$ cat src/rtl/imu_arc_pkg.sv
`default_nettype none

package imu_arc_pkg;

  // Filter state width, fixed by the output range
  localparam int STATE_BITS = 28;
  // Unity weight of the filter, Q16
  localparam int ALPHA_ONE  = 65536;

  typedef enum logic [1:0] {
    REG_ROLL_OFFSET  = 2'd0,
    REG_PITCH_OFFSET = 2'd1,
    REG_DEADBAND     = 2'd2,
    REG_ALPHA_WEIGHT = 2'd3
  } cfg_idx_e;

  typedef enum logic [2:0] {
    ST_IDLE,
    ST_MUL,
    ST_RND,
    ST_FIL,
    ST_OUT
  } seq_state_e;

  // Step strobes from the sequencer to every lane
  typedef struct packed {
    logic load;
    logic mul;
    logic rnd;
    logic fil;
    logic commit;
  } lane_ctrl_t;

endpackage

`default_nettype wire

$ cat src/rtl/imu_arc_rate_lane.sv
`default_nettype none

module imu_arc_rate_lane #(
  parameter int RATE_FRAC_BITS = 16
) (
  input  wire                         clk_i,
  input  wire                         rst_ni,
  input  wire imu_arc_pkg::lane_ctrl_t ctrl_i,
  input  wire logic signed [15:0]     gyro_i,
  input  wire logic        [16:0]     alpha_i,
  input  wire logic        [16:0]     beta_i,
  output logic signed [26:0]          rate_o
);

  localparam int SB    = imu_arc_pkg::STATE_BITS;
  localparam int Shift = 32 - RATE_FRAC_BITS;
  localparam int PW    = 44;
  localparam int RW    = PW - Shift;
  localparam int MW    = (RW > SB) ? RW : SB;
  localparam int SW    = MW + 19;
  // pi/180 in Q32
  localparam logic signed [27:0] Deg2Rad = 28'sd74961321;

  logic signed [15:0]    gyro_q;
  logic signed [PW-1:0]  prod_q, prod_d;
  logic        [PW-1:0]  prod_rnd;
  logic signed [RW-1:0]  rate_q;
  logic signed [RW+17:0] pa_q, pa_d;
  logic signed [SB+17:0] pb_q, pb_d;
  logic signed [SW-1:0]  sum;
  logic        [SW-1:0]  sum_rnd;
  logic signed [SB-1:0]  prev_q, y;

  assign prod_d = gyro_q * Deg2Rad;

  // Half away from zero: add half, less one for negative values, then floor
  assign prod_rnd = prod_q + PW'(64'd1 << (Shift - 1)) - PW'(prod_q[PW-1]);

  assign pa_d = $signed({1'b0, alpha_i}) * rate_q;
  assign pb_d = $signed({1'b0, beta_i}) * prev_q;

  assign sum     = SW'(pa_q) + SW'(pb_q);
  assign sum_rnd = sum + SW'(32768) - SW'(sum[SW-1]);
  assign y       = sum_rnd[SB+15:16];

  always_ff @(posedge clk_i) begin
    if (ctrl_i.load) begin
      gyro_q <= gyro_i;
    end
    if (ctrl_i.mul) begin
      prod_q <= prod_d;
    end
    if (ctrl_i.rnd) begin
      rate_q <= prod_rnd[PW-1:Shift];
    end
    if (ctrl_i.fil) begin
      pa_q <= pa_d;
      pb_q <= pb_d;
    end
  end

  always_ff @(posedge clk_i or negedge rst_ni) begin
    if (!rst_ni) begin
      prev_q <= '0;
    end else if (ctrl_i.commit) begin
      prev_q <= y;
    end
  end

  assign rate_o = y[26:0];

endmodule

`default_nettype wire

$ cat config.mk
export PLATFORM = sky130hd
export DESIGN_NAME = imu_arc_rate_lane
export DESIGN_NICKNAME = d
export VERILOG_FILES = /design/src/rtl/imu_arc_pkg.sv /design/src/rtl/imu_arc_rate_lane.sv
export SDC_FILE = /design/constraint.sdc
export NUM_CORES = 2
export LEC_CHECK = 0
export BUFFER_PORTS_ARGS = -buffer_cell sky130_fd_sc_hd__clkbuf_2
export CORE_MARGIN = 5
export CORE_UTILIZATION = 35
export DETAILED_ROUTE_END_ITERATION = 7
export PLACE_DENSITY_LB_ADDON = 0.05
export SLEW_MARGIN = 20
export SYNTH_ARGS = -nofsm -noshare
export SYNTH_HDL_FRONTEND = slang
export SYNTH_SLANG_ARGS = --single-unit
$ cat constraint.sdc
create_clock -name clk_i -period 19.2 [get_ports clk_i]
set_clock_uncertainty 0.05 [all_clocks]
set_input_delay 1.92 -clock clk_i [delete_from_list [all_inputs] [get_ports clk_i]]
set_output_delay 1.92 -clock clk_i [all_outputs]
set_load 0.01 [all_outputs]
Word-level counts from Yosys, hierarchy flattened
Index checks and enable logic that the tools add are counted.

Flip-flop bits (word level): 208. Input port bits: 57. Output and inout port bits: 27. Word-level logic and storage cells: 14.

Add/subtract/negate cells: 5. Multipliers: 3.

Operators with widths (count): $mul A18 B28 Y46 (2); $add A44 B16 Y44 const B (2); $sub A44 B1 Y44 (2); $add A46 B46 Y47 (1); $mul A16 B28 Y44 const B (1).

Longest topological paths before layout
Depth in word-level cells: 3. Gate-level depth with buffers: 27. Mapped depth without buffers: 27.

Worst setup path after synthesis
Ideal clock, no wire load.

Path type: input to register. Start point: input port alpha_i[9]. End point: register pa_q[45] (data pin). Library setup time: 259 ps. Arrival time: 8315 ps. Required time: 18891 ps. Setup slack: 10576 ps. Stages: 24. Path buffers: 2. Cell sequence: clkbuf_1 > clkbuf_1 > nand2_1 > fa_1 > inv_1 > fa_1 > fa_1 > fa_1 > fa_1 > inv_1 > fa_1 > inv_1 > ha_1 > a21o_1 > a21o_1 > a21oi_1 > nor2_1 > a211oi_1 > o22ai_1 > o31a_1 > a221o_1 > a2111oi_2 > nor2_1 > a211o_1.

Word-level cells in the longest chain between the ends: 1.

RTL lines: from (decl) (line imu_arc_rate_lane.sv:10) `input wire logic [16:0] alpha_i,`; $mul A18 B28 Y46 (line imu_arc_rate_lane.sv:39) `assign pa_d = $signed({1'b0, alpha_i}) * rate_q;`; named net pa_d[45] (line imu_arc_rate_lane.sv:28) `logic signed [RW+17:0] pa_q, pa_d;`; to (signal assigned) (line imu_arc_rate_lane.sv:57) `pa_q <= pa_d;`; to (decl) (line imu_arc_rate_lane.sv:28).

The timed path passes the listed nets, and every way through them passes these cells. A chain may end at the register's enable or synchronous reset.

Worst setup path in the final report
Start point: register pa_q[0]. End point: output port rate_o[21].

Word-level cells in the longest chain between the ends: 3.

RTL lines: $add A46 B46 Y47 (*) (line imu_arc_rate_lane.sv:42) `assign sum = SW'(pa_q) + SW'(pb_q);`; $add A44 B16 Y44 (line imu_arc_rate_lane.sv:43) `assign sum_rnd = sum + SW'(32768) - SW'(sum[SW-1]);`; $sub A44 B1 Y44 (*) (line imu_arc_rate_lane.sv:43); to (decl) (line imu_arc_rate_lane.sv:12) `output logic signed [26:0] rate_o`.

Mark *: on every way between the ends. The rest lies on a longest branch, timed or not.

==> results.md <==
* Num ports at 84
* Relative slew slack at 27.4%
* Nets at 7,232
* Hold_buf cts at 0
* Chip width at 400 µm
* Multi-input logic area at 40,900 µm²
* Post-CTS resize count at 0
* Layout cell share with drive strength beyond 1 at 4.17%
* TNS Setup at 0 ps
* Flops & latches, synth at 208
* Root Driver: clkbuf_16
* Routed wire length at 142,000 µm
* Filler Cell Count at 15,789
* Core Box Area at 152,000 µm²
* TritonRoute pass-1 iters at 5
* Main flop type after synthesis: edfxtp_1
* Count of final setup violators at 0
* Initial antenna violation count at 8
* H-tree levels at 1
* Ys Warns at 0
* Ys async rst share at 13.5%
* Overflow after GRT at 0
* Max frequency at 106 MHz
* Die area at 160,000 µm²
* DR WL/cell at 18.5 µm
* Max-cap violations at 0
* Worst Hold Launch: prev_q[16]
* Worst path required time at 17,230 ps
* Post-Synthesis Cells at 5,645
* Register area at 6110 µm²
* Post-DP HPWL at 120,000 µm
* EDFF count, synth at 180
* Final GP Congestion at 0.822
* Hold crit path type: flip-flop to flip-flop
* Cts bufs inserted at 30
* First-pass GRT wire length at 228,000 µm
* Initial Utilization at 35.1%
* Vias at 36,174
* Min cycle time layout at 9460 ps
* Measured slew at the worst slew-check pin at 1090 ps
* Tot GR Track Use at 18.4%
* Synthesized Nets at 7,288
* Final hold violation count at 0
* Residual DRC at 0
* Slew Limit Fails at 0
* Largest net degree at the start of global routing at 62
* Chip height at 400 µm
* Clk_lat worst skew at 620 ps
* Number of distinct library cells after synthesis at 83
* Worst setup SP type: flip-flop
* Drt initial violations at 1,270
* Post-synthesis sequential area ratio at 11.5%
* Status: finished, final reports clean
* Synth top area share at 40.0%
* Buffers & Inverters on Critical Path at 1
* Cell family with most CP delay: compound AO/OA/AOI/OAI gates
* Critical-path top delay cell: xnor2_1
* Rows at 143
* Tcrit/Tclk final at 49.3%
* Synthesized area per cell at 9.42 µm²
* Vias in the first global route at 39,691
* Synth area leader: fa_1
* Crit end category: output pin
* ANT nets after route at 0
* Clock sinks at 208
* Post-Syn Area at 53,200 µm²
* Worst-path clk slew at 60 ps
* Max Buffers Root-to-Sink at 3
* Crit-path max FO at 6
* Setup CP Type: flip-flop to output pin
* TritonCTS clock tree: done
* Worst endpoint data arrival time at 7490 ps
* Syn-to-layout area delta at 6.24%
* CP startpoint: pa_q[0]
* Most frequent cell after synthesis: inv_1
* DR vias/cell at 4.73
* Reg2reg start: rate_q[8]
* Slowest stage delay, CP at 770 ps
* Unrepaired setup endpoints after global routing: false
* Postcts setup bufs at 0
* Most used cell, CP: a21oi_1
* Synth top area cells: fa_1, ha_1, edfxtp_1, inv_1, nand2_1
* Number of port buffers at 83
* Most instantiated cells after synthesis: inv_1, fa_1, nand2_1, ha_1, and2_1
-- layout make-up --
| class | instances | area share (%) |
|---|---|---|
| well taps | 2030 | 4.50 |
| flip-flops and latches | 208 | 10.8 |
| clock buffers | 38 | 1.38 |
| repair buffers | 125 | 1.30 |
| inverters | 1393 | 9.26 |
| diodes | 3 | 0.0133 |
| multi-input cells | 3831 | 72.5 |
| clock inverters | 18 | 0.286 |
-- cell usage in the layout, fill, tap and decap left out, types with 28 or more instances in the layout --
cell type and count:
nand3_1 33, mux2_2 28, clkbuf_2 82, dfrtp_1 28, fa_1 1063, edfxtp_1 180
and2_1 386, ha_1 523, inv_1 1392, nand2b_1 32, a21o_1 139, a21oi_1 195
nor2_1 93, o21bai_1 35, xnor2_1 157, nand2_1 660, buf_4 43, xor2_1 68
nand4_1 31, clkbuf_16 30, o21ai_0 91
-- logic make-up after synthesis --
logic type	synth area share [%]
fa+ha+maj	52.3
buf+inv	11.5
compound gates	8.14
xor+xnor	3.71
mux	0.612
simple gates	12.2
flops	11.5
-- registers in the layout (all words and copies together), names as in the netlist --
| register | flops |
|---|---|
| pa_q | 46 |
| pb_q | 46 |
| prod_q | 44 |
| prev_q | 28 |
| rate_q | 28 |
| gyro_q | 16 |
-- per-stage QoR --
stage                     hold slack, ps  instance area [µm²]  setup slack (ps)  utilization (%)  std cells
after floorplan                      524                53200             10580                -       5645
after global placement               444                55500              9870             36.6       7587
after detailed placement             447                55500              9850             36.6       7587
after CTS                            462                56500              9690             37.3       7643
after global routing                 503                56500              9310             37.3       7644
final                                462                56500              9740             37.3       7646
-- final timing paths --
check                        endpoint  slack, ps  cells after the start
min                        prev_q[16]        460                      1
max reg2reg                  pa_q[45]      11280                     22
min in group asynchronous  prev_q[14]       1430                      1
min reg2reg                prev_q[16]        460                      1
max                        rate_o[21]       9740                     26
max in group asynchronous   prev_q[0]      17020                      1
-- per-layer routing --
| metal | global-route usage (%) | routed length (µm) | vias to the layer above |
|---|---|---|---|
| met2 | 34.1 | 74600 | 435 |
| met3 | 1.60 | 4010 | 121 |
| met5 | 0 | 0 | - |
| met4 | 3.34 | 3130 | 0 |
| li1 | - | - | 17080 |
| met1 | 23.4 | 59900 | 18538 |
Power is not shown: default switching activity piles up to over one toggle a cycle in this logic, so the estimate is an artifact.
