<file path="config.mk">
export PLATFORM = sky130hd
export DESIGN_NAME = imu_arc_angle_lane
export DESIGN_NICKNAME = d
export VERILOG_FILES = /design/src/rtl/imu_arc_pkg.sv /design/src/rtl/imu_arc_angle_lane.sv
export SDC_FILE = /design/constraint.sdc
export NUM_CORES = 1
export LEC_CHECK = 0
export ABC_CLOCK_PERIOD_IN_PS = 5300
export CAP_MARGIN = 20
export CORE_ASPECT_RATIO = 2
export CORE_MARGIN = 8
export CORE_UTILIZATION = 40
export CTS_BUF_LIST = sky130_fd_sc_hd__clkbuf_8 sky130_fd_sc_hd__clkbuf_16
export CTS_CLUSTER_SIZE = 14
export DETAILED_ROUTE_END_ITERATION = 10
export DONT_BUFFER_PORTS = 1
export MAX_ROUTING_LAYER = met4
export SYNTH_ARGS = -nofsm -noshare
export SYNTH_HDL_FRONTEND = slang
export SYNTH_SLANG_ARGS = --single-unit
</file>
<file path="constraint.sdc">
create_clock -name clk_i -period 5.3 [get_ports clk_i]
set_clock_uncertainty 0.2 [all_clocks]
set_input_delay 0.53 -clock clk_i [delete_from_list [all_inputs] [get_ports clk_i]]
set_output_delay 0.53 -clock clk_i [all_outputs]
set_load 0.02 [all_outputs]
</file>
<file path="src/rtl/imu_arc_pkg.sv">
`default_nettype none

package imu_arc_pkg;

  // Filter state width, fixed by the output range
  localparam int STATE_BITS = 28;
  // Unity weight of the filter, Q16
  localparam int ALPHA_ONE  = 65536;

  typedef enum logic [1:0] {
    REG_ROLL_OFFSET  = 2'd0,
    REG_PITCH_OFFSET = 2'd1,
    REG_DEADBAND     = 2'd2,
    REG_ALPHA_WEIGHT = 2'd3
  } cfg_idx_e;

  typedef enum logic [2:0] {
    ST_IDLE,
    ST_MUL,
    ST_RND,
    ST_FIL,
    ST_OUT
  } seq_state_e;

  // Step strobes from the sequencer to every lane
  typedef struct packed {
    logic load;
    logic mul;
    logic rnd;
    logic fil;
    logic commit;
  } lane_ctrl_t;

endpackage

`default_nettype wire

</file>
<file path="src/rtl/imu_arc_angle_lane.sv">
`default_nettype none

module imu_arc_angle_lane (
  input  wire                         clk_i,
  input  wire imu_arc_pkg::lane_ctrl_t ctrl_i,
  input  wire logic signed [16:0]     raw_i,
  input  wire logic signed [16:0]     offset_i,
  input  wire logic        [9:0]      deadband_i,
  output logic signed [16:0]          angle_o
);

  localparam logic signed [17:0] AngleLimit = 18'sd46080;
  localparam logic signed [17:0] AngleTurn  = 18'sd92160;

  logic signed [16:0] raw_q;
  logic signed [17:0] diff_q, diff_d;
  logic signed [16:0] angle_q, angle_d;
  logic signed [17:0] wrapped;
  logic        [16:0] mag;

  function automatic logic signed [16:0] sat_angle(input logic signed [16:0] v);
    logic signed [16:0] r;
    if (v > 17'sd46080) begin
      r = 17'sd46080;
    end else if (v < -17'sd46080) begin
      r = -17'sd46080;
    end else begin
      r = v;
    end
    return r;
  endfunction

  assign diff_d = 18'(sat_angle(raw_q)) - 18'(sat_angle(offset_i));

  // Wrap once into half a turn either side, then zero inside the deadband
  always_comb begin
    if (diff_q > AngleLimit) begin
      wrapped = diff_q - AngleTurn;
    end else if (diff_q < -AngleLimit) begin
      wrapped = diff_q + AngleTurn;
    end else begin
      wrapped = diff_q;
    end
    mag = wrapped[17] ? 17'(-wrapped) : 17'(wrapped);
    if (mag < 17'(deadband_i)) begin
      angle_d = '0;
    end else begin
      angle_d = 17'(wrapped);
    end
  end

  always_ff @(posedge clk_i) begin
    if (ctrl_i.load) begin
      raw_q <= raw_i;
    end
    if (ctrl_i.mul) begin
      diff_q <= diff_d;
    end
    if (ctrl_i.rnd) begin
      angle_q <= angle_d;
    end
  end

  assign angle_o = angle_q;

endmodule

`default_nettype wire

</file>
* After elaboration in Yosys (flattened, before gate mapping)
Cells that the tools add are included.
Storage, ports and cells: register bits after elaboration 52, input bits 50, output and inout port bits 17
Cells by class: $add $sub $neg 4, order comparisons 7, muxes and demuxes 7
Operator list (number):
- $mux 17 | 5
- $mux 18 | 2
- $gt 17x17->1 const B | 2
- $lt 17x17->1 const B | 2
- $add 18x18->18 const B | 1
- $gt 18x17->1 const B | 1
- $lt 18x17->1 const B | 1
- $sub 17x17->18 | 1
- $sub 18x18->18 const B | 1
- $lt 17x10->1 | 1
- $neg 17->17 | 1

* Longest topological paths before layout
word-level depth 6, mapped depth 21, gate-level depth less buffers 19

* Worst setup path after synthesis
No wires, ideal clock.
path kind reg-to-reg, start register diff_q[0], end register angle_q[11] (netlist: angle_o[11]) (data pin), setup time 274 ps, data arrival time 3969 ps, slack 857 ps, stages on the path, launching flop included 22, buffers on the path 4, period minus slack after synthesis 4443 ps, cell sequence edfxtp_1 inv_1 ha_1 or3b_1 or4_4 buf_6 o221ai_1 o221ai_1 clkbuf_1 nand2_1 o21ai_0 ha_1 a21o_1 a21o_1 a211oi_1 o21ai_0 o211ai_1 a21oi_1 and4b_1 buf_6 buf_6 a221oi_2
On the way: word-level cells in the longest chain between the ends 6
Ends and longest elaborated chain:
- start: declaration | line imu_arc_angle_lane.sv:16 | logic signed [17:0] diff_q, diff_d;
- start signal: assignment | line imu_arc_angle_lane.sv:57 | diff_q <= diff_d;
- $add 18x18->18 or $lt 18x17->1 (tied branches) | line imu_arc_angle_lane.sv:40, imu_arc_angle_lane.sv:39
- $mux 18 | line imu_arc_angle_lane.sv:39 | end else if (diff_q < -AngleLimit) begin
- $mux 18 (*) | line imu_arc_angle_lane.sv:37 | if (diff_q > AngleLimit) begin
- $neg 17->17 | line imu_arc_angle_lane.sv:44 | mag = wrapped[17] ? 17'(-wrapped) : 17'(wrapped);
- $mux 17 | line imu_arc_angle_lane.sv:44
- $lt 17x10->1 | line imu_arc_angle_lane.sv:45 | if (mag < 17'(deadband_i)) begin
- end signal: assignment | line imu_arc_angle_lane.sv:60 | angle_q <= angle_d;
- end: declaration | line imu_arc_angle_lane.sv:17 | logic signed [16:0] angle_q, angle_d;
Mark *: on every way between the ends. The rest lies on a longest branch, timed or not. A chain may end at the register's enable or synchronous reset.

* Final worst setup path
start register diff_q[0], end register angle_q[5] (netlist: angle_o[5]) (data pin)
Same word-level chain as after synthesis.

==> metrics.md <==
| Metric | Value |
|---|---|
| Hold Violations, Final | 0 |
| Post-synthesis sequential area ratio | 42.0% |
| Area of the die | 0.0128 sq mm |
| Largest net degree at the start of global routing | 19 |
| Initial antenna violation count | 0 |
| Initial DRT Pass Iterations | 6 |
| Share of layout cells above drive strength 1 | 8.06% |
| Leak | 1.52 nW |
| RSZ-0062 raised after global routing | no |
| Avg Inst Size Synth | 10.1 sq um |
| Arrival time at the worst endpoint | 4.71 ns |
| Final min period | 4.88 ns |
| Relative slew slack | 54.5% |
| Post-Syn Area | 0.00372 sq mm |
| Period utilization | 92.0% |
| Crit path max fanout | 17 |
| Synth cell types | 63 |
| Total grt overflow | 0 |
| Root Buffer | clkbuf_16 |
| #FFs+latches synth | 52 |
| Htree depth | 2 |
| Worst EP required | 5.13 ns |
| Die W | 84.2 um |
| Port bufs | 0 |
| Ys Warns | 0 |
| Diode count | 0 |
| First-pass GRT wire length | 11,400 um |
| Initial Util | 40.4% |
| Setup slack after placement | 0.462 ns |
| EDFF count, synth | 52 |
| Worst skew pair latency | 0.28 ns |
| CTS tree | yes |
| Hold buffer count at cts | 0 |
| Drt via density | 5.63 |
| Die span in y | 152 um |
| Gpl congestion | 0.827 |
| Post-detail-place hpwl | 5980 um |
| Post-CTS setup buffer count | 0 |
| Slew @ Worst Pin | 0.680 ns |
| Critical path launch point type | register |
| Syn_nets | 449 |
| Async S/R FF share, synth | 0% |
| Setup slack after layout | 0.422 ns |
| Worst vdd ir | 0.206 mV |
| Setup TNS | 0 ns |
| Worst hold path type | input pin to register |
| Post-synthesis cell count | 367 |
| Worst-path clk slew | 0.06 ns |
| DRC | 0 |
| # nets final | 453 |
| Routed WL | 7160 um |
| Vias in the first global route | 2,576 |
| Max frequency | 205 MHz |
| Area growth syn-to-layout | 7.21% |
| Worst setup path category | register to register |
| P per Cell Area | 466 mW/mm^2 |
| Num CTS Buffers | 5 |
| Antenna viol nets, final | 0 |
| Post-CTS sizing | 0 |
| Number of max-cap violations | 0 |
| Number of clock sinks | 52 |
| Core Rows | 50 |
| Primary FF master, synth | edfxtp_1 |
| Final setup vio count | 0 |
| Avg WL per Cell | 15.0 um |
| Deepest clock path buffer count | 2 |
| DR vias | 2,682 |
| GRT Overall Usage | 11.1% |
| Placeable Area | 0.00920 sq mm |
| IO Pins | 67 |
| Max Slew Vio Count | 0 |
| 1st-iter DRT viols | 109 |
| Outcome | finished, final reports clean |
| Critical Path Sink Type | register |
-- metrics by stage --
step	cells	instance area (sq um)	util [%]	hold WS [ns]	power [mW]
after floorplan	367	3720	-	0.385	1.39
after global placement	468	3840	41.8	0.425	1.53
after detailed placement	468	3840	41.8	0.423	1.56
after CTS	476	3980	43.3	0.133	1.87
after global routing	476	3980	43.3	0.126	1.99
final	476	3980	43.3	0.139	1.86
-- synthesized netlist by cell type (5+ instances only) --
cell      count  area, sq um
nand2b_1      7         43.8
xor2_1        5         43.8
o22ai_1       5         31.3
edfxtp_1     52         1560
inv_1        26         97.6
a21o_1        6         45.0
nor2b_1      15         93.8
nor2_1       24         90.1
o31ai_1       6         45.0
nor3_1       11         55.1
o21ai_0      15         75.1
a31oi_1       7         43.8
clkbuf_1      6         22.5
nand3_1       7         35.0
a211oi_1      5         37.5
nand2_1      22         82.6
nor4_1        6         37.5
xnor2_1      21          184
ha_1         31          388
a21oi_1      20          100
and2_1       12         75.1
-- registers in the layout (all words and copies together), names as in the netlist --
name     flops
diff_q      18
angle_o     17
raw_q       17
-- logic make-up after synthesis --
kind of cell    Yosys count  share of synthesized area, %
mux                       1                         0.269
fa+ha+maj                32                          11.0
simple gates            119                          17.1
xor+xnor                 27                          6.57
compound gates           99                          18.7
buf+inv                  37                          4.38
flops                    52                          42.0
-- where the power goes --
group          leakage [nW]  internal, mW  switching [mW]
Combinational         0.942         0.393           0.426
Clock                0.0716         0.174           0.131
Sequential            0.509         0.594           0.139
Total                  1.52          1.16           0.696
-- final cells by class --
class | instances | area [sq um]
multi-input cells | 278 | 1990
inverters | 26 | 97.6
flip-flops and latches | 52 | 1560
clock buffers | 5 | 125
well taps | 104 | 130
repair buffers | 8 | 60.1
clock inverters | 3 | 17.5
fillers | 849 | 5210
-- layer usage --
layer	GRT usage (%)	up-vias	part of all wire (%)
li1	-	1375	-
met1	9.38	1218	35
met2	21.7	80	58
met3	3.16	9	5.6
met4	3.56	0	1.5
met5	-	-	0
-- path summary, 6_finish.rpt --
kind	startpoint	end	cells after the start	slack, ns
max reg2reg	diff_q[0]$_DFFE_PP_	angle_o[5]$_SDFFCE_PN0P_	17	0.42
max	diff_q[0]$_DFFE_PP_	angle_o[5]$_SDFFCE_PN0P_	17	0.42
min reg2reg	diff_q[7]$_DFFE_PP_	angle_o[7]$_SDFFCE_PN0P_	1	0.43
min	raw_i[1]	raw_q[1]$_DFFE_PP_	0	0.14
-- worst max-delay path, stage by stage (launching register included) --
cell,delay (ns)
edfxtp_1,0.43
inv_1,0.11
ha_1,0.17
or3b_1,0.42
or4_4,0.59
o21ai_2,0.35
o221ai_1,0.28
o21ai_0,0.33
ha_1,0.29
a21o_1,0.16
a21o_1,0.17
a211oi_1,0.24
o21ai_0,0.16
o211ai_1,0.12
a21oi_1,0.09
and4b_1,0.24
buf_4,0.22
nor2b_1,0.07
-- placed cells by master (no fill, tap or decap), types with 6 or more instances in the layout --
master    synthesis  final
nand2b_1          7      7
a21o_1            6      6
nor2_1           24     24
ha_1             31     31
a21oi_1          20     20
nor2b_1          15     15
xnor2_1          21     21
nand2_1          22     22
a31oi_1           7      7
o31ai_1           6      6
nor3_1           11     11
nor4_1            6      6
nand3_1           7      7
o21ai_0          15     15
buf_4             0      8
and2_1           12     12
edfxtp_1         52     52
inv_1            26     26
No activity file was read; power rests on OpenSTA's default activity.
